`src/design/chained_tag_hash_table_top_assert.svh`:
```
// ---------------------------------------------------------------------------
// Assertion macros for the chained tag hash table
// Wrap concurrent checks clocked on clk and disabled during reset.
// ---------------------------------------------------------------------------
`ifndef CHAINED_TAG_HASH_TABLE_TOP_ASSERT_SVH
`define CHAINED_TAG_HASH_TABLE_TOP_ASSERT_SVH

// Check a consequence in the same cycle as its antecedent.
`define CTH_ASSERT_NOW(lbl, ante, cons, msg) \
    lbl: assert property (@(posedge clk) disable iff (!rst_n) (ante) |-> (cons)) \
        else $error(msg);

// Check a consequence in the cycle after its antecedent.
`define CTH_ASSERT_NEXT(lbl, ante, cons, msg) \
    lbl: assert property (@(posedge clk) disable iff (!rst_n) (ante) |=> (cons)) \
        else $error(msg);

`endif

```
`src/design/cth_pkg.sv`:
```
// ---------------------------------------------------------------------------
// cth_pkg
// Shared codes, widths and types of the chained tag hash table.
// ---------------------------------------------------------------------------
`timescale 1ns / 1ps

package cth_pkg;

    localparam int BUCKETS_DEF  = 4096;
    localparam int CAPACITY_DEF = 4096;

    localparam int TAG_W       = 32;
    localparam int VALUE_W     = 32;
    localparam int INDEX_W     = 12;
    localparam int KIND_W      = 3;
    localparam int MAX_BKT_W   = 16;
    localparam int MAX_CNT_W   = 17;
    localparam int MOD_DIGITS  = 4;
    localparam int QUEUE_DEPTH = 2;

    // Item kinds as they arrive on the input beat
    localparam logic [KIND_W-1:0] KIND_INSERT = 3'd0;
    localparam logic [KIND_W-1:0] KIND_CHECK  = 3'd1;
    localparam logic [KIND_W-1:0] KIND_FIND   = 3'd2;
    localparam logic [KIND_W-1:0] KIND_NEXT   = 3'd3;
    localparam logic [KIND_W-1:0] KIND_READ   = 3'd4;
    localparam logic [KIND_W-1:0] KIND_CLEAR  = 3'd5;

    // Classified operations handed to the back end
    localparam logic [KIND_W-1:0] OP_INSERT = 3'd0;
    localparam logic [KIND_W-1:0] OP_CHECK  = 3'd1;
    localparam logic [KIND_W-1:0] OP_FIND   = 3'd2;
    localparam logic [KIND_W-1:0] OP_NEXT   = 3'd3;
    localparam logic [KIND_W-1:0] OP_READ   = 3'd4;
    localparam logic [KIND_W-1:0] OP_CLEAR  = 3'd5;
    localparam logic [KIND_W-1:0] OP_NONE   = 3'd6;

    typedef struct packed {
        logic [KIND_W-1:0]         op;
        logic signed [TAG_W-1:0]   tag;
        logic [VALUE_W-1:0]        value;
        logic [INDEX_W-1:0]        index;
        logic [MAX_BKT_W-1:0]      bucket;
    } cmd_t;

    typedef struct packed {
        logic                 init_busy;
        logic [MAX_CNT_W-1:0] count;
    } status_t;

endpackage

```
`src/design/cth_queue.sv`:
```
// ---------------------------------------------------------------------------
// cth_queue
// Short command queue between the front and the back end.
// ---------------------------------------------------------------------------
`timescale 1ns / 1ps

module cth_queue (
    input  logic          clk,
    input  logic          rst_n,
    input  cth_pkg::cmd_t push_cmd,
    input  logic          push_valid,
    output logic          push_ready,
    output cth_pkg::cmd_t pop_cmd,
    output logic          pop_valid,
    input  logic          pop_ready
);
    import cth_pkg::*;

    localparam int PW = (QUEUE_DEPTH > 1) ? $clog2(QUEUE_DEPTH) : 1;
    localparam int FW = $clog2(QUEUE_DEPTH + 1);

    cmd_t          slot_reg [QUEUE_DEPTH];
    logic [PW-1:0] wptr_reg, rptr_reg;
    logic [FW-1:0] fill_reg;
    logic          do_push, do_pop;

    assign push_ready = fill_reg != FW'(QUEUE_DEPTH);
    assign pop_valid  = fill_reg != '0;
    assign pop_cmd    = slot_reg[rptr_reg];
    assign do_push    = push_valid && push_ready;
    assign do_pop     = pop_valid && pop_ready;

    always_ff @(posedge clk or negedge rst_n)
    begin
        if (!rst_n)
        begin
            wptr_reg <= '0;
            rptr_reg <= '0;
            fill_reg <= '0;
        end
        else
        begin
            if (do_push)
            begin
                wptr_reg <= (wptr_reg == PW'(QUEUE_DEPTH - 1)) ? '0 : wptr_reg + 1'b1;
            end
            if (do_pop)
            begin
                rptr_reg <= (rptr_reg == PW'(QUEUE_DEPTH - 1)) ? '0 : rptr_reg + 1'b1;
            end
            if (do_push && !do_pop)
            begin
                fill_reg <= fill_reg + 1'b1;
            end
            else if (do_pop && !do_push)
            begin
                fill_reg <= fill_reg - 1'b1;
            end
        end
    end

    always_ff @(posedge clk)
    begin
        if (do_push)
        begin
            slot_reg[wptr_reg] <= push_cmd;
        end
    end

endmodule

```
`config.mk`:
```
export PLATFORM = sky130hd
export DESIGN_NAME = cth_queue
export DESIGN_NICKNAME = d
export VERILOG_FILES = /design/src/design/chained_tag_hash_table_top_assert.svh /design/src/design/cth_pkg.sv /design/src/design/cth_queue.sv
export SDC_FILE = /design/constraint.sdc
export NUM_CORES = 1
export LEC_CHECK = 0
export BUFFER_PORTS_ARGS = -buffer_cell sky130_fd_sc_hd__buf_4
export CORE_MARGIN = 2
export CORE_UTILIZATION = 52
export DETAILED_ROUTE_END_ITERATION = 10
export GPL_TIMING_DRIVEN = 0
export PLACE_DENSITY = 0.78
export SLEW_MARGIN = 20
export SYNTH_ARGS = -nofsm -noshare
export SYNTH_HDL_FRONTEND = slang
export SYNTH_SLANG_ARGS = --single-unit
```
`constraint.sdc`:
```
create_clock -name clk -period 6.6 [get_ports clk]
set_input_delay 1.32 -clock clk [delete_from_list [all_inputs] [get_ports clk]]
set_output_delay 1.32 -clock clk [all_outputs]
set_load 0.01 [all_outputs]
```
==> flow_summary.yaml, run 1 <==
run_status:
  status: "finished, final reports clean"
setup_path:
  cpPeakStageDelay_ps: 380
  end_kind: "output port"
  worstPathCellList: "buf_6 > buf_2 > mux2_2 > buf_4"
  crit_fanout: 10
  critPathSlowestCell: "mux2_2"
  crit_type: "flip-flop to output port"
  cp.arrival_ps: 1700
  required_ps: 5280
  cp-start-kind: "flip-flop"
synthesis:
  synth-simple-area-share_pct: 0.466
  synth_seq_cells: 194
  yosys.area_share.xor_xnor_pct: 0.604
  yosys_warnings: 0
  syn_area_sq_um: 7250
  synthMuxAreaShare_pct: 16.8
  synth_top_family_by_area: "multiplexers"
  syn_nets: 414
  postSynthAreaPerCell_sq_um: 23.1
  yosysSeqAreaShare_pct: 80.1
  yosysUniqueCellTypes: 17
  synth_fa_ha_area_share_pct: 0.173
  synth_compound_area_share_pct: 0
  netlist_instances: 314
die:
  coreArea_sq_um: 13800
  die_h_um: 122
  num_rows: 43
  die_width_um: 122
  die-area_sq_um: 14900
  initial_utilization_pct: 52.6
  ios: 196
global_routing:
  grt_pass1_wl_mm: 19.2
  first_global_vias: 3715
  groute.usage.overall_pct: 17.6
  overflow: 0
  grt_max_degree: 53
  antenna_found_initial: 0
timing:
  tightest_slew_ps: 754
  skew_ps: 9.42
  final.setup.tns_ps: 0
  max-slew-margin-rel_pct: 49.7
  final.min_clock_period_ps: 3020
  rsz0062_at_grt: "false"
  finalCritPeriodShare_pct: 45.7
  hold_ws_ps: 512
  slew_violations: 0
  timing.fmax_ghz: 0.331
  setup_viol: 0
  finalHoldViolCount: 0
final_layout:
  largest_reg_flops: 190
  fillCellCount: 906
  syn_to_final_growth_pct: 33.2
  n_antenna_cell: 0
  utilization_pct: 70.1
  fin_nets: 633
  drive_gt1_share_pct: 61.9
detailed_routing:
  routed-via-count: 3630
  drc: 0
  wl_per_cell_um: 17.8
  dr.pass1.iters: 4
  wirelength_mm: 12.9
  viasPerCell: 5.00
  drtAntennaViolNets: 0
  drt-initial-drc-count: 250
pwr:
  p_total_mw: 4.28
  ir_drop_uv: 254
  power_leakage_nw: 3.75
  power_density_nw_per_um2: 443
clocking:
  cts_sinks: 194
  clk_pin_slew_ps: 70
  cts_hold_buf: 0
  cts_buffer_depth: 2
  root_buffer: "clkbuf_16"
  cts_tree: "yes"
  htree_num_levels: 4
  ctsResizeCount: 0
  clock_latency_ps: 420
  postCtsSetupRepairBufs: 0
  cts_buffers: 17
min_path:
  hold_class: "flip-flop to flip-flop"
placed_design:
  port_buffers: 195
  gp_congestion: 0.740
  hpwl_mm: 8.88
job:
  max_cap_viol_count: 0
[layout make-up]
type | instances | area, sq um | area share [%]
timing repair buffer | 200 | 1580 | 16.4
inverter | 1 | 3.75 | 0.0389
multi-input combinational | 108 | 1320 | 13.7
sequential | 194 | 5810 | 60.1
clock buffer | 17 | 425 | 4.40
clock inverter | 15 | 165 | 1.71
tap | 180 | 225 | 2.33
buffer | 11 | 131 | 1.36
[path summary, 6_finish.rpt]
path	start	end	slack, ps	cells past startpoint
worst min register to register	fill_reg[1]	fill_reg[1]	510	1
min in group asynchronous	rst_n	fill_reg[1]	680	1
worst max-delay path	rptr_reg	pop_cmd[2]	3580	4
max in group asynchronous	rst_n	fill_reg[0]	5820	1
worst min-delay path	fill_reg[1]	fill_reg[1]	510	1
worst max register to register	fill_reg[0]	slot_reg[0][39]	4580	5
[logic make-up (layout without fill, tap and decap cells)]
group / Yosys count / after routing
flip-flops: 194 / 194
multiplexers: 95 / 95
buffers and inverters: 12 / 244
AND/OR/NAND/NOR: 7 / 7
XOR/XNOR: 5 / 5
adder cells (fa/ha/maj): 1 / 1
[cells in the mapped netlist]
| master | count | area (sq um) |
|---|---|---|
| ha_1 | 1 | 12.5 |
| edfxtp_1 | 190 | 5710 |
| mux2_2 | 55 | 619 |
| buf_6 | 1 | 11.3 |
| xnor2_1 | 3 | 26.3 |
| buf_8 | 1 | 15.0 |
| nand2_1 | 2 | 7.51 |
| buf_12 | 4 | 80.1 |
| mux2_4 | 40 | 601 |
| buf_2 | 5 | 25.0 |
| and3_1 | 1 | 6.26 |
| inv_1 | 1 | 3.75 |
| or2_2 | 1 | 6.26 |
| dfrtp_1 | 4 | 100 |
| xor2_1 | 2 | 17.5 |
| nand2b_1 | 1 | 6.26 |
| nor2_1 | 2 | 7.51 |
[layout by cell type (no fill, tap or decap), types with 2 or more instances in the layout]
master,instances
clkbuf_16,17
clkinv_2,3
clkinv_1,3
xnor2_1,3
nand2_1,2
buf_4,195
mux2_4,40
buf_12,5
buf_2,5
xor2_1,2
dfrtp_1,4
bufinv_16,3
edfxtp_1,190
clkinvlp_4,3
buf_8,2
buf_16,3
inv_6,2
mux2_2,55
[metrics by stage]
stage	instances	worst slack, ps	instance area [sq um]
floorplan	314	683	7250
global placement	689	-1490	8940
detailed placement	694	3800	9070
CTS	726	3530	9660
global route	726	3480	9660
finish	726	3580	9660
[layer usage]
layer	up-vias	global-route usage [%]	wire length, um
li1	1679	-	-
met5	-	0	0
met3	27	7.30	1180
met2	156	28.8	6430
met1	1768	20.6	5050
met4	0	7.40	280
[power breakdown]
part / internal (mW) / switching [mW]
logic: 0.829 / 0.681
registers: 1.68 / 0.0705
clock network: 0.592 / 0.421
total: 3.10 / 1.17
[worst max-delay path, delay by kind of cell, from the launching register on]
family	cells	cell delay (ps)
flops	1	340
mux	1	380
buf+inv	3	560
No activity file was read; power rests on OpenSTA's default activity.
==> inputs of run 2 (changes only) <==
- clock period: 6.6 -> 2.8 ns (I/O delays scaled with it)
==> flow_summary.yaml, run 2 (synthesized netlist as in run 1, its figures left out) <==
detailed_routing:
  dr.pass1.iters: 4
  wl_per_cell_um: 17.7
  drt-initial-drc-count: 157
  wirelength_mm: 12.9
  drtAntennaViolNets: 0
  viasPerCell: 5.03
  drc: 0
  routed-via-count: 3655
timing:
  rsz0062_at_grt: "false"
  tightest_slew_ps: 644
  setup_viol: 0
  final.setup.tns_ps: 0
  max-slew-margin-rel_pct: 57.1
  final.min_clock_period_ps: 2240
  slew_violations: 0
  finalHoldViolCount: 0
  timing.fmax_ghz: 0.446
  setup_ws_ps: 555
  finalCritPeriodShare_pct: 80.2
  skew_ps: 8.92
  hold_ws_ps: 318
clocking:
  ctsResizeCount: 0
  cts_buffer_depth: 2
  postCtsSetupRepairBufs: 0
  clock_latency_ps: 420
  root_buffer: "clkbuf_16"
  clk_pin_slew_ps: 70
  cts_buffers: 17
  cts_sinks: 194
  cts_tree: "yes"
  htree_num_levels: 4
global_routing:
  antenna_found_initial: 0
  groute.usage.overall_pct: 17.3
  grt_pass1_wl_mm: 18.9
  overflow: 0
  first_global_vias: 3824
  grt_max_degree: 54
min_path:
  hold_class: "input pin to flip-flop"
  hold_depth: 1
placed_design:
  placed_area_sq_um: 9060
  port_buffers: 195
  place_inst: 694
  gp_congestion: 0.716
  place_ws_ps: 733
  hpwl_mm: 8.91
die:
  initial_utilization_pct: 52.6
  die_h_um: 122
  num_rows: 43
  coreArea_sq_um: 13800
  ios: 196
  die-area_sq_um: 14900
  die_width_um: 122
pwr:
  power_leakage_nw: 3.71
  ir_drop_uv: 583
  power_density_nw_per_um2: 1020
  p_total_mw: 9.81
setup_path:
  endpoint: "pop_cmd[23]"
  end_kind: "output port"
  reg2reg_depth: 5
  required_ps: 2240
  r2r_start: "fill_reg[0]"
  r2r_end: "slot_reg[0][63]"
  startpoint: "rptr_reg"
  crit_fanout: 10
  cp-start-kind: "flip-flop"
  crit_type: "flip-flop to output port"
  regToRegSetupSlack_ps: 800
  cp.arrival_ps: 1680
job:
  max_cap_viol_count: 0
final_layout:
  final-instance-count-excl-fill: 727
  final_common_cell: "buf_4"
  utilization_pct: 69.6
  final_cell_area_sq_um: 9590
  largest_reg_flops: 190
  layout_common_cells: "buf_4 (195), edfxtp_1 (190), mux2_2 (55), mux2_4 (40), clkbuf_16 (17)"
  n_antenna_cell: 0
  drive_gt1_share_pct: 61.2
  syn_to_final_growth_pct: 32.3
  fin_nets: 634
run_status:
  status: "finished, final reports clean"
run 2: changes by cell type in the layout (fill, tap and decap cells not counted), sizes merged:
cell,before,now
bufinv,3,0
clkbuf,17,19
clkinv,7,9
clkinvlp,3,2
dlygate4sd3,0,1
run 2: layout make-up:
cell class	count	area [sq um]
multi-input cells	108	1320
flip-flops and latches	194	5810
inverters	1	3.75
well taps	180	225
repair buffers	201	1580
fillers	901	4180
clock inverters	13	87.6
plain buffers	11	131
clock buffers	19	433
run 2: worst max-delay path: stages (launching register included):
cell and delay, ps:
dfrtp_1 340, buf_6 120, buf_2 280, mux2_2 370, buf_4 150
run 2: repair_timing:
item	in CTS	in global routing
endpoints found under the hold margin	4	0
hold buffers	1	0
endpoints found under the setup margin	0	0
run 2: how the worst min path moves through the flow:
stage	endpoint	start	slack [ps]
after floorplan	fill_reg[0]	rst_n	260
final	slot_reg[0][20]	push_cmd[20]	320
after detailed placement	rptr_reg	rst_n	360
after global placement	rptr_reg	rst_n	360
after global routing	slot_reg[0][41]	push_cmd[41]	300
after CTS	slot_reg[0][20]	push_cmd[20]	300
run 2: routing by layer:
layer	up-vias	global-route usage, %	share of wire [%]
met4	0	8.12	2.4
met2	146	30.0	51
met5	-	0	0
met3	30	6.13	8.4
li1	1687	-	-
met1	1792	18.9	38
run 2: power breakdown:
group,switching (mW),total (mW),leakage [nW],internal (mW)
clock network,0.986,2.12,0.248,1.13
registers,0.163,4.13,1.81,3.97
logic,1.61,3.56,1.65,1.95
