<file path="config.mk">
export PLATFORM = sky130hd
export DESIGN_NAME = cth_front
export DESIGN_NICKNAME = d
export VERILOG_FILES = /design/src/design/chained_tag_hash_table_top_assert.svh /design/src/design/cth_pkg.sv /design/src/design/cth_front.sv
export SDC_FILE = /design/constraint.sdc
export NUM_CORES = 1
export LEC_CHECK = 0
export BUFFER_PORTS_ARGS = -buffer_cell sky130_fd_sc_hd__buf_2
export CELL_PAD_IN_SITES_DETAIL_PLACEMENT = 0
export CELL_PAD_IN_SITES_GLOBAL_PLACEMENT = 1
export CORE_MARGIN = 10
export CORE_UTILIZATION = 29
export CTS_CLUSTER_DIAMETER = 120
export DETAILED_ROUTE_END_ITERATION = 8
export HOLD_SLACK_MARGIN = 0.03
export PLACE_DENSITY_LB_ADDON = 0.1
export SETUP_SLACK_MARGIN = 0.3
export SYNTH_ARGS = -nofsm -noshare
export SYNTH_HDL_FRONTEND = slang
export SYNTH_SLANG_ARGS = --single-unit
</file>
<file path="constraint.sdc">
create_clock -name clk -period 2.65 [get_ports clk]
set_input_delay 0.3975 -clock clk [delete_from_list [all_inputs] [get_ports clk]]
set_output_delay 0.3975 -clock clk [all_outputs]
set_load 0.005 [all_outputs]
</file>
<file path="src/design/chained_tag_hash_table_top_assert.svh">
// ---------------------------------------------------------------------------
// Assertion macros for the chained tag hash table
// Wrap concurrent checks clocked on clk and disabled during reset.
// ---------------------------------------------------------------------------
`ifndef CHAINED_TAG_HASH_TABLE_TOP_ASSERT_SVH
`define CHAINED_TAG_HASH_TABLE_TOP_ASSERT_SVH

// Check a consequence in the same cycle as its antecedent.
`define CTH_ASSERT_NOW(lbl, ante, cons, msg) \
    lbl: assert property (@(posedge clk) disable iff (!rst_n) (ante) |-> (cons)) \
        else $error(msg);

// Check a consequence in the cycle after its antecedent.
`define CTH_ASSERT_NEXT(lbl, ante, cons, msg) \
    lbl: assert property (@(posedge clk) disable iff (!rst_n) (ante) |=> (cons)) \
        else $error(msg);

`endif

</file>
<file path="src/design/cth_pkg.sv">
// ---------------------------------------------------------------------------
// cth_pkg
// Shared codes, widths and types of the chained tag hash table.
// ---------------------------------------------------------------------------
`timescale 1ns / 1ps

package cth_pkg;

    localparam int BUCKETS_DEF  = 4096;
    localparam int CAPACITY_DEF = 4096;

    localparam int TAG_W       = 32;
    localparam int VALUE_W     = 32;
    localparam int INDEX_W     = 12;
    localparam int KIND_W      = 3;
    localparam int MAX_BKT_W   = 16;
    localparam int MAX_CNT_W   = 17;
    localparam int MOD_DIGITS  = 4;
    localparam int QUEUE_DEPTH = 2;

    // Item kinds as they arrive on the input beat
    localparam logic [KIND_W-1:0] KIND_INSERT = 3'd0;
    localparam logic [KIND_W-1:0] KIND_CHECK  = 3'd1;
    localparam logic [KIND_W-1:0] KIND_FIND   = 3'd2;
    localparam logic [KIND_W-1:0] KIND_NEXT   = 3'd3;
    localparam logic [KIND_W-1:0] KIND_READ   = 3'd4;
    localparam logic [KIND_W-1:0] KIND_CLEAR  = 3'd5;

    // Classified operations handed to the back end
    localparam logic [KIND_W-1:0] OP_INSERT = 3'd0;
    localparam logic [KIND_W-1:0] OP_CHECK  = 3'd1;
    localparam logic [KIND_W-1:0] OP_FIND   = 3'd2;
    localparam logic [KIND_W-1:0] OP_NEXT   = 3'd3;
    localparam logic [KIND_W-1:0] OP_READ   = 3'd4;
    localparam logic [KIND_W-1:0] OP_CLEAR  = 3'd5;
    localparam logic [KIND_W-1:0] OP_NONE   = 3'd6;

    typedef struct packed {
        logic [KIND_W-1:0]         op;
        logic signed [TAG_W-1:0]   tag;
        logic [VALUE_W-1:0]        value;
        logic [INDEX_W-1:0]        index;
        logic [MAX_BKT_W-1:0]      bucket;
    } cmd_t;

    typedef struct packed {
        logic                 init_busy;
        logic [MAX_CNT_W-1:0] count;
    } status_t;

endpackage

</file>
<file path="src/design/cth_front.sv">
// ---------------------------------------------------------------------------
// cth_front
// Accept input beats, classify them and derive the bucket of the tag.
// ---------------------------------------------------------------------------
`timescale 1ns / 1ps

module cth_front #(
    parameter int BUCKETS = cth_pkg::BUCKETS_DEF
) (
    input  logic                              clk,
    input  logic                              rst_n,
    input  logic                              in_valid,
    output logic                              in_ready,
    input  logic [cth_pkg::KIND_W-1:0]        kind,
    input  logic signed [cth_pkg::TAG_W-1:0]  key_tag,
    input  logic [cth_pkg::VALUE_W-1:0]       entry_value,
    input  logic [cth_pkg::INDEX_W-1:0]       entry_index,
    input  logic                              init_busy,
    output cth_pkg::cmd_t                     cmd,
    output logic                              cmd_valid,
    input  logic                              cmd_ready
);
    import cth_pkg::*;

    localparam int BW    = (BUCKETS > 1) ? $clog2(BUCKETS) : 1;
    localparam bit POW2  = (BUCKETS & (BUCKETS - 1)) == 0;
    localparam int NSTEP = TAG_W / MOD_DIGITS;
    localparam int SW    = $clog2(NSTEP + 1);

    logic                    hold_reg;
    logic [KIND_W-1:0]       op_reg, op_in;
    logic signed [TAG_W-1:0] tag_reg;
    logic [VALUE_W-1:0]      val_reg;
    logic [INDEX_W-1:0]      idx_reg;
    logic                    in_fire, push, tag_ok, val_ok, mod_done;
    logic [BW-1:0]           bucket_w;

    assign in_ready = !hold_reg && !init_busy;
    assign in_fire  = in_valid && in_ready;
    assign push     = cmd_valid && cmd_ready;
    assign tag_ok   = (key_tag != '0) && (key_tag != -32'sd1);
    assign val_ok   = entry_value != '0;

    always_comb
    begin
        unique case (kind)
            KIND_INSERT: op_in = (tag_ok && val_ok) ? OP_INSERT : OP_NONE;
            KIND_CHECK:  op_in = (tag_ok && val_ok) ? OP_CHECK : OP_NONE;
            KIND_FIND:   op_in = tag_ok ? OP_FIND : OP_NONE;
            KIND_NEXT:   op_in = tag_ok ? OP_NEXT : OP_NONE;
            KIND_READ:   op_in = OP_READ;
            KIND_CLEAR:  op_in = OP_CLEAR;
            default:     op_in = OP_NONE;
        endcase
    end

    generate
        if (POW2)
        begin : g_mask
            // power-of-two table: take the low tag bits
            assign bucket_w = tag_reg[BW-1:0];
            assign mod_done = 1'b1;
        end
        else
        begin : g_rem
            localparam logic [BW:0] BKT_C = (BW + 1)'(BUCKETS);

            logic [BW-1:0]    rem_reg, rem_next;
            logic [TAG_W-1:0] bits_reg, bits_next;
            logic [SW-1:0]    step_reg, step_next;
            logic [BW:0]      trial;

            // restoring remainder, MOD_DIGITS tag bits per cycle
            always_comb
            begin
                rem_next = rem_reg;
                trial    = '0;
                for (int i = 0; i < MOD_DIGITS; i++)
                begin
                    trial = {rem_next, bits_reg[TAG_W-1-i]};
                    if (trial >= BKT_C)
                    begin
                        trial = trial - BKT_C;
                    end
                    rem_next = trial[BW-1:0];
                end
                bits_next = bits_reg << MOD_DIGITS;
                step_next = step_reg + 1'b1;
            end

            always_ff @(posedge clk or negedge rst_n)
            begin
                if (!rst_n)
                begin
                    step_reg <= '0;
                end
                else if (in_fire)
                begin
                    step_reg <= '0;
                end
                else if (hold_reg && !mod_done)
                begin
                    step_reg <= step_next;
                end
            end

            always_ff @(posedge clk)
            begin
                if (in_fire)
                begin
                    rem_reg  <= '0;
                    bits_reg <= key_tag;
                end
                else if (hold_reg && !mod_done)
                begin
                    rem_reg  <= rem_next;
                    bits_reg <= bits_next;
                end
            end

            assign mod_done = step_reg == SW'(NSTEP);
            assign bucket_w = rem_reg;
        end
    endgenerate

    always_ff @(posedge clk or negedge rst_n)
    begin
        if (!rst_n)
        begin
            hold_reg <= 1'b0;
        end
        else if (in_fire)
        begin
            hold_reg <= 1'b1;
        end
        else if (push)
        begin
            hold_reg <= 1'b0;
        end
    end

    always_ff @(posedge clk)
    begin
        if (in_fire)
        begin
            op_reg  <= op_in;
            tag_reg <= key_tag;
            val_reg <= entry_value;
            idx_reg <= entry_index;
        end
    end

    assign cmd_valid  = hold_reg && mod_done;
    assign cmd.op     = op_reg;
    assign cmd.tag    = tag_reg;
    assign cmd.value  = val_reg;
    assign cmd.index  = idx_reg;
    assign cmd.bucket = MAX_BKT_W'(bucket_w);

endmodule

</file>
==> results.ini, run 1 <==
[final_layout]
postLayoutCellArea_um2 = 3970
multiInputGateArea_um2 = 290
seq_area_um2 = 2400
layout.nets = 403
layout-drive-gt1-share = 0.607
nFillCells = 906
synthToLayoutAreaGrowth_pct = 41.4

[clocking]
clkTransAtPathRegs_ns = 0.09
cts_max_level = 3
clock_sinks = 80
cts_tree = done
cts_buffers = 9
postCtsSetupBuffers = 0
cts_buffer_depth = 2
clkLatencyLatePin_ns = 0.34
ctsRootBufferMaster = clkbuf_8
post_cts_resized = 0

[power]
ir_worst_vdd_uv = 215
p_leak_uw = 0.00162
power_density_nw_per_um2 = 640
swShare = 0.219
p_int_uw = 1980
clkPwrFrac = 0.337
seqPwrFrac = 0.580
power.switching_uw = 555
combPwrFrac = 0.082

[logic_synthesis]
yosysTopAreaCellShare = 0.846
synth_edf_count = 79
ys_types = 18
yosysSeqAreaShare = 0.855
synth-seq-cells = 80
ys.flop_type = edfxtp_1
synth_area_per_cell_um2 = 19.8
synthArstFlopShare = 0.0125
synth_common_cells = edfxtp_1, nor4_1, buf_4
yosys_warnings = 0
syn_area_um2 = 2810
syn_inst = 142
yosysMostFrequentCell = edfxtp_1
ys_top_cells_by_area = edfxtp_1, buf_4, nor4_1
synth_top_area_cell = edfxtp_1

[global_route]
grt_usage = 0.112
grt_pass1_wl_um = 12000
grt_pass1_vias = 2145
antenna_found_initial = 0
globalRouteOverflowTotal = 0
grt_max_degree = 48

[detailed_routing]
totalWireLength_um = 7990
route.layer.met1.wl_um = 2980
drc = 0
dr_wl_met2_um = 3790
first_iter_violations = 39
via_count = 1954
postRouteAntennaNets = 0
avgRoutedWirePerCell_um = 17.6
firstDrtPassIters = 4
wl_met3_um = 1090
highest_layer = met4
via_per_inst = 4.31

[worst_setup_path]
critPathSlowestCell = or3_4
worstPathArrival_ns = 1.65
critPathKind = in -> reg
critPathMaxFanout = 3
critPathLaunch = entry_value[25]
crit_buf_inv = 1
worstSetupStartpointType = input pin
crit_chain = buf_2 > nor4_1 > nand4_1 > or3_4 > o221a_1
cp_slowest_stage_delay_ns = 0.42
rr_startpoint = cmd_valid
critPathTopFamily = simple AND/OR/NAND/NOR gates
end_kind = flop
crit_required_ns = 2.74

[placement]
io_buffers = 176
dp_hpwl_um = 6530
gp_congestion = 0.718
placed_area_um2 = 3770

[die]
dieArea_um2 = 14000
core-area_um2 = 9330
die_x_um = 118
start_util = 0.301
die_h_um = 118
rows = 35
pin_count = 181

[timing]
hold_ws_ns = 0.220
setup_viol = 0
min_period_ns = 1.55
setup-tns-final_ns = 0
drv_slew = 0
hold_viol = 0
finClkSkew_ns = 0.00924
clock.fmax_mhz = 644
rsz0062_at_grt = no
fin_crit_sh = 0.586

[flow_run]
drv_cap = 0

[hold_path]
hold_path_class = in -> reg
hp-start = entry_index[6]

[status]
outcome = complete, no violations

[layout make-up]
| cell class | count | area share |
|---|---|---|
| Clock inverter | 6 | 0.0155 |
| Sequential cell | 80 | 0.604 |
| Timing Repair Buffer | 179 | 0.232 |
| Inverter | 3 | 0.00284 |
| Antenna cell | 1 | 0.000631 |
| Clock buffer | 9 | 0.0312 |
| Tap cell | 129 | 0.0407 |
| Multi-Input combinational cell | 46 | 0.0732 |
[cell families (layout without fill, tap and decap cells)]
| kind of cell | after synthesis | in the layout | synth area share |
|---|---|---|---|
| DFF | 80 | 80 | 0.855 |
| and+or+nand+nor | 36 | 36 | 0.0798 |
| buffers and inverters | 19 | 197 | 0.0468 |
| AOI/OAI and AO/OA | 6 | 6 | 0.0174 |
| other | 1 | 5 | 0.00134 |
[through the flow]
| stage | total power (uW) | cells | utilization | setup WS [ns] |
|---|---|---|---|---|
| detailed placement | 1720 | 436 | 0.404 | 0.712 |
| global route | 2670 | 452 | 0.425 | 1.04 |
| finish | 2540 | 453 | 0.425 | 1.10 |
| global placement | 1710 | 436 | 0.404 | 0.723 |
| floorplan | 1570 | 145 | - | 0.641 |
| CTS | 2580 | 452 | 0.425 | 1.09 |
[power by group through the flow]
stage	clock network (uW)	registers, uW	logic, uW
6_report	856	1470	209
5_1_grt	953	1480	235
4_1_cts	895	1470	214
3_5_place_dp	0	1500	213
3_3_place_gp	0	1500	212
2_1_floorplan	0	1510	51.5
[per-layer routing]
layer | vias to the layer above | track usage
li1 | 916 | -
met1 | 920 | 0.114
met2 | 107 | 0.178
met3 | 11 | 0.0714
met4 | 0 | 0.0479
met5 | - | 0
[layout by cell type (no fill, tap or decap), types with 2 or more instances in the layout]
cell	netlist	layout
nor4_1	17	17
clkinv_2	0	3
conb_1	1	4
buf_2	0	176
edfxtp_1	79	79
inv_1	3	3
clkbuf_8	0	9
nand4_1	11	11
nand2_1	3	3
nor2_1	2	2
[path summary, 6_finish.rpt]
check                      cells past startpoint          to  slack, ns
setup / recovery                               5   op_reg[0]       1.10
hold / removal                                 1  idx_reg[6]       0.22
setup reg to reg                               3  tag_reg[1]       1.22
hold reg to reg                                1   cmd_valid       0.51
max in group asynchronous                      2   cmd_valid       2.21
min in group asynchronous                      2   cmd_valid       0.35
[repair_timing]
action                                  4_1_cts  5_1_grt
endpoints found under the hold margin         1        0
hold buffers                                  1        0
endpoints found under the setup margin        0        0
No activity file was read; power rests on OpenSTA's default activity.
==> run 2, diff against run 1 <==
--- a/config.mk
+++ b/config.mk
@@ -5,6 +5,7 @@
 export SDC_FILE = /design/constraint.sdc
 export NUM_CORES = 1
 export LEC_CHECK = 0
+export ABC_AREA = 1
 export BUFFER_PORTS_ARGS = -buffer_cell sky130_fd_sc_hd__buf_2
 export CELL_PAD_IN_SITES_DETAIL_PLACEMENT = 0
 export CELL_PAD_IN_SITES_GLOBAL_PLACEMENT = 1
==> constraint.sdc (replaced) <==
create_clock -name clk -period 1.3 [get_ports clk]
set_input_delay 0.195 -clock clk [delete_from_list [all_inputs] [get_ports clk]]
set_output_delay 0.195 -clock clk [all_outputs]
set_load 0.005 [all_outputs]
==> results.ini, run 2 <==
[status]
outcome = complete, but fails checks
violations = negative setup slack

[logic_synthesis]
synth_xor_area_frac = 0  ; unchanged
synth_area_per_cell_um2 = 13.9  ; -30%
syn_area_um2 = 3020  ; +7.5%
yosysTopAreaCellShare = 0.787  ; -0.0590
synth_common_cells = edfxtp_1, nor2_1, nand2_1
ys_types = 15  ; -3
ys_top_cells_by_area = edfxtp_1, nor2_1, nand2_1
synth_edf_count = 79  ; unchanged
yosys.area_share.simple = 0.135  ; +0.0550
synth_top_area_cell = edfxtp_1
synthMuxAreaShare = 0  ; unchanged
synthAdderAreaFrac = 0  ; unchanged
synthArstFlopShare = 0.0125  ; unchanged
yosys_warnings = 0  ; unchanged
synth_compound_area_frac = 0.00166  ; -0.0157
syn_inst = 217  ; +53%
ys.flop_type = edfxtp_1
synth-seq-cells = 80  ; unchanged
yosysSeqAreaShare = 0.795  ; -0.0596
yosysMostFrequentCell = edfxtp_1
synth_top_family_by_area = simple AND/OR/NAND/NOR gates

[worst_setup_path]
worstPathArrival_ns = 1.37  ; -0.28 ns
cp_slowest_stage_delay_ns = 0.41  ; about the same
rrSetupSlack_ns = -0.002  ; -1.22 ns
r2r_end = val_reg[14]
crit_required_ns = 1.37  ; -1.37 ns
worstSetupStartpointType = flop
critPathTopFamily = flip-flops
critPathKind = reg -> reg
cp.depth = 5  ; unchanged
crit_buf_inv = 3  ; +2
crit_chain = nor2_2 > nand2_2 > clkinvlp_4 > buf_12 > clkbuf_16
crit_end = val_reg[14]
r2r_cells = 5  ; +2
critPathSlowestCell = dfrtp_1
rr_startpoint = cmd_valid
end_kind = flop
critPathMaxFanout = 6  ; +3
critPathLaunch = cmd_valid

[detailed_routing]
avgRoutedWirePerCell_um = 15.2  ; -14%
postRouteAntennaNets = 0  ; unchanged
drc = 0  ; unchanged
via_count = 2394  ; +23%
via_per_inst = 3.99  ; -7.5%
firstDrtPassIters = 4  ; unchanged
first_iter_violations = 111  ; +180%
totalWireLength_um = 9120  ; +14%

[die]
core-area_um2 = 10200  ; +9.7%
rows = 37  ; +5.7%
dieArea_um2 = 14900  ; +6.2%
die_h_um = 122  ; +3.1%
start_util = 0.295  ; -0.00601
pin_count = 181  ; unchanged
die_x_um = 122  ; +3.1%

[clocking]
cts_max_level = 3  ; unchanged
clkTransAtPathRegs_ns = 0.09  ; about the same
cts_buffer_depth = 2  ; unchanged
clkLatencyLatePin_ns = 0.34  ; about the same
ctsRootBufferMaster = clkbuf_8
cts_tree = done
cts_buffers = 9  ; unchanged
clock_sinks = 80  ; unchanged

[timing]
setup_ws_ns = -0.00177  ; -1.10 ns
drv_slew = 0  ; unchanged
clock.fmax_mhz = 768
fin_crit_sh = 1.00
min_period_ns = 1.30
rsz0062_at_grt = yes
setup_viol = 9  ; +9
hold_viol = 0  ; unchanged
finClkSkew_ns = 0.0131  ; +0.00382 ns

[hold_path]
holdPathStages = 1  ; unchanged
hold_path_class = in -> reg

[final_layout]
mostFrequentLayoutCell = buf_2
layout_common_cells = buf_2, edfxtp_1, dlygate4sd3_1, nor2_1, nand2_1
postLayoutCellArea_um2 = 5000  ; +26%
synthToLayoutAreaGrowth_pct = 65.9
n_antenna_cell = 0  ; -1
layout.nets = 543  ; +35%
layout-drive-gt1-share = 0.466  ; -0.141

[flow_run]
drv_cap = 0  ; unchanged

[global_route]
grt_usage = 0.114  ; +0.00261
grt_pass1_wl_um = 13000  ; +7.9%
antenna_found_initial = 0  ; unchanged
grt_pass1_vias = 2452  ; +14%
globalRouteOverflowTotal = 0  ; unchanged
grt_max_degree = 25  ; -48%

[power]
ir_worst_vdd_uv = 456  ; +110%
power_density_nw_per_um2 = 1140  ; +79%
p_leak_uw = 0.00218  ; +34%

[placement]
dpl_worst_slack_ns = 0.000950  ; -0.711 ns
placed_area_um2 = 4000  ; +6.2%
dp_hpwl_um = 6640  ; +1.7%
gp_congestion = 0.706  ; -1.7%
io_buffers = 176  ; unchanged

[run 2: cell types whose count changed after synthesis, moves of 2 or more]
cell     before  now
nand4_1      11    7
nand3_1       0    3
nor3_1        0    2
nand2_2       0    2
nor2_1        2   42
inv_1         3   22
nand2_1       3   37
nor4_1       17    0
[run 2: stage by stage]
stage / std cells / total power (uW) / setup TNS, ns / util / hold slack [ns]
final: 600 / 5720 / -0.00796 / 0.489 / 0.0566
after CTS: 591 / 5750 / -0.00473 / 0.472 / 0.0301
after global placement: 519 / 3530 / 0 / 0.391 / -0.0299
after global routing: 600 / 6000 / -2.17 / 0.489 / 0.0311
after floorplan: 220 / 3230 / -58.89 / - / -0.101
after detailed placement: 519 / 3540 / 0 / 0.391 / -0.0291
[run 2: per-layer routing]
metal,part of all wire,track usage
met1,0.38,0.127
met2,0.50,0.186
met3,0.10,0.0504
met4,0.011,0.0484
met5,0,0
[run 2: cell type report]
type,instances,area [um^2]
Inverter,22,86.3
Sequential cell,80,2400
Timing Repair Buffer,244,1690
Clock buffer,10,128
Fill cell,937,5230
Clock inverter,6,90.1
Tap cell,136,170
Multi-Input combinational cell,102,442
[run 2: what timing repair did]
item	4_1_cts	5_1_grt
gates cloned	2	5
hold buffers	51	3
pin swaps	0	1
endpoints found under the hold margin	51	3
setup endpoints to repair	172	173
resized for setup	5	9
setup buffers	3	1
[run 2: worst min-delay path by stage]
stage | startpoint | endpoint
6_report | entry_value[17] | val_reg[17]
5_1_grt | key_tag[16] | tag_reg[16]
4_1_cts | key_tag[13] | tag_reg[13]
3_5_place_dp | rst_n | cmd_valid
3_3_place_gp | rst_n | cmd_valid
2_1_floorplan | rst_n | cmd_valid
[run 2: cell families (layout without fill, tap and decap cells)]
group / after synthesis / count (layout)
AND/OR/NAND/NOR: 97 / 97
flip-flops: 80 / 80
buffers and inverters: 38 / 282
other: 1 / 4
AO/OA/AOI/OAI: 1 / 1
[run 2: power breakdown]
group | total [uW] | switching (uW) | internal (uW) | leakage (uW)
logic | 697 | 295 | 402 | 0.00133
clock network | 2020 | 927 | 1090 | 0.000107
registers | 3000 | 29.5 | 2970 | 0.000745
total | 5720 | 1250 | 4470 | 0.00218
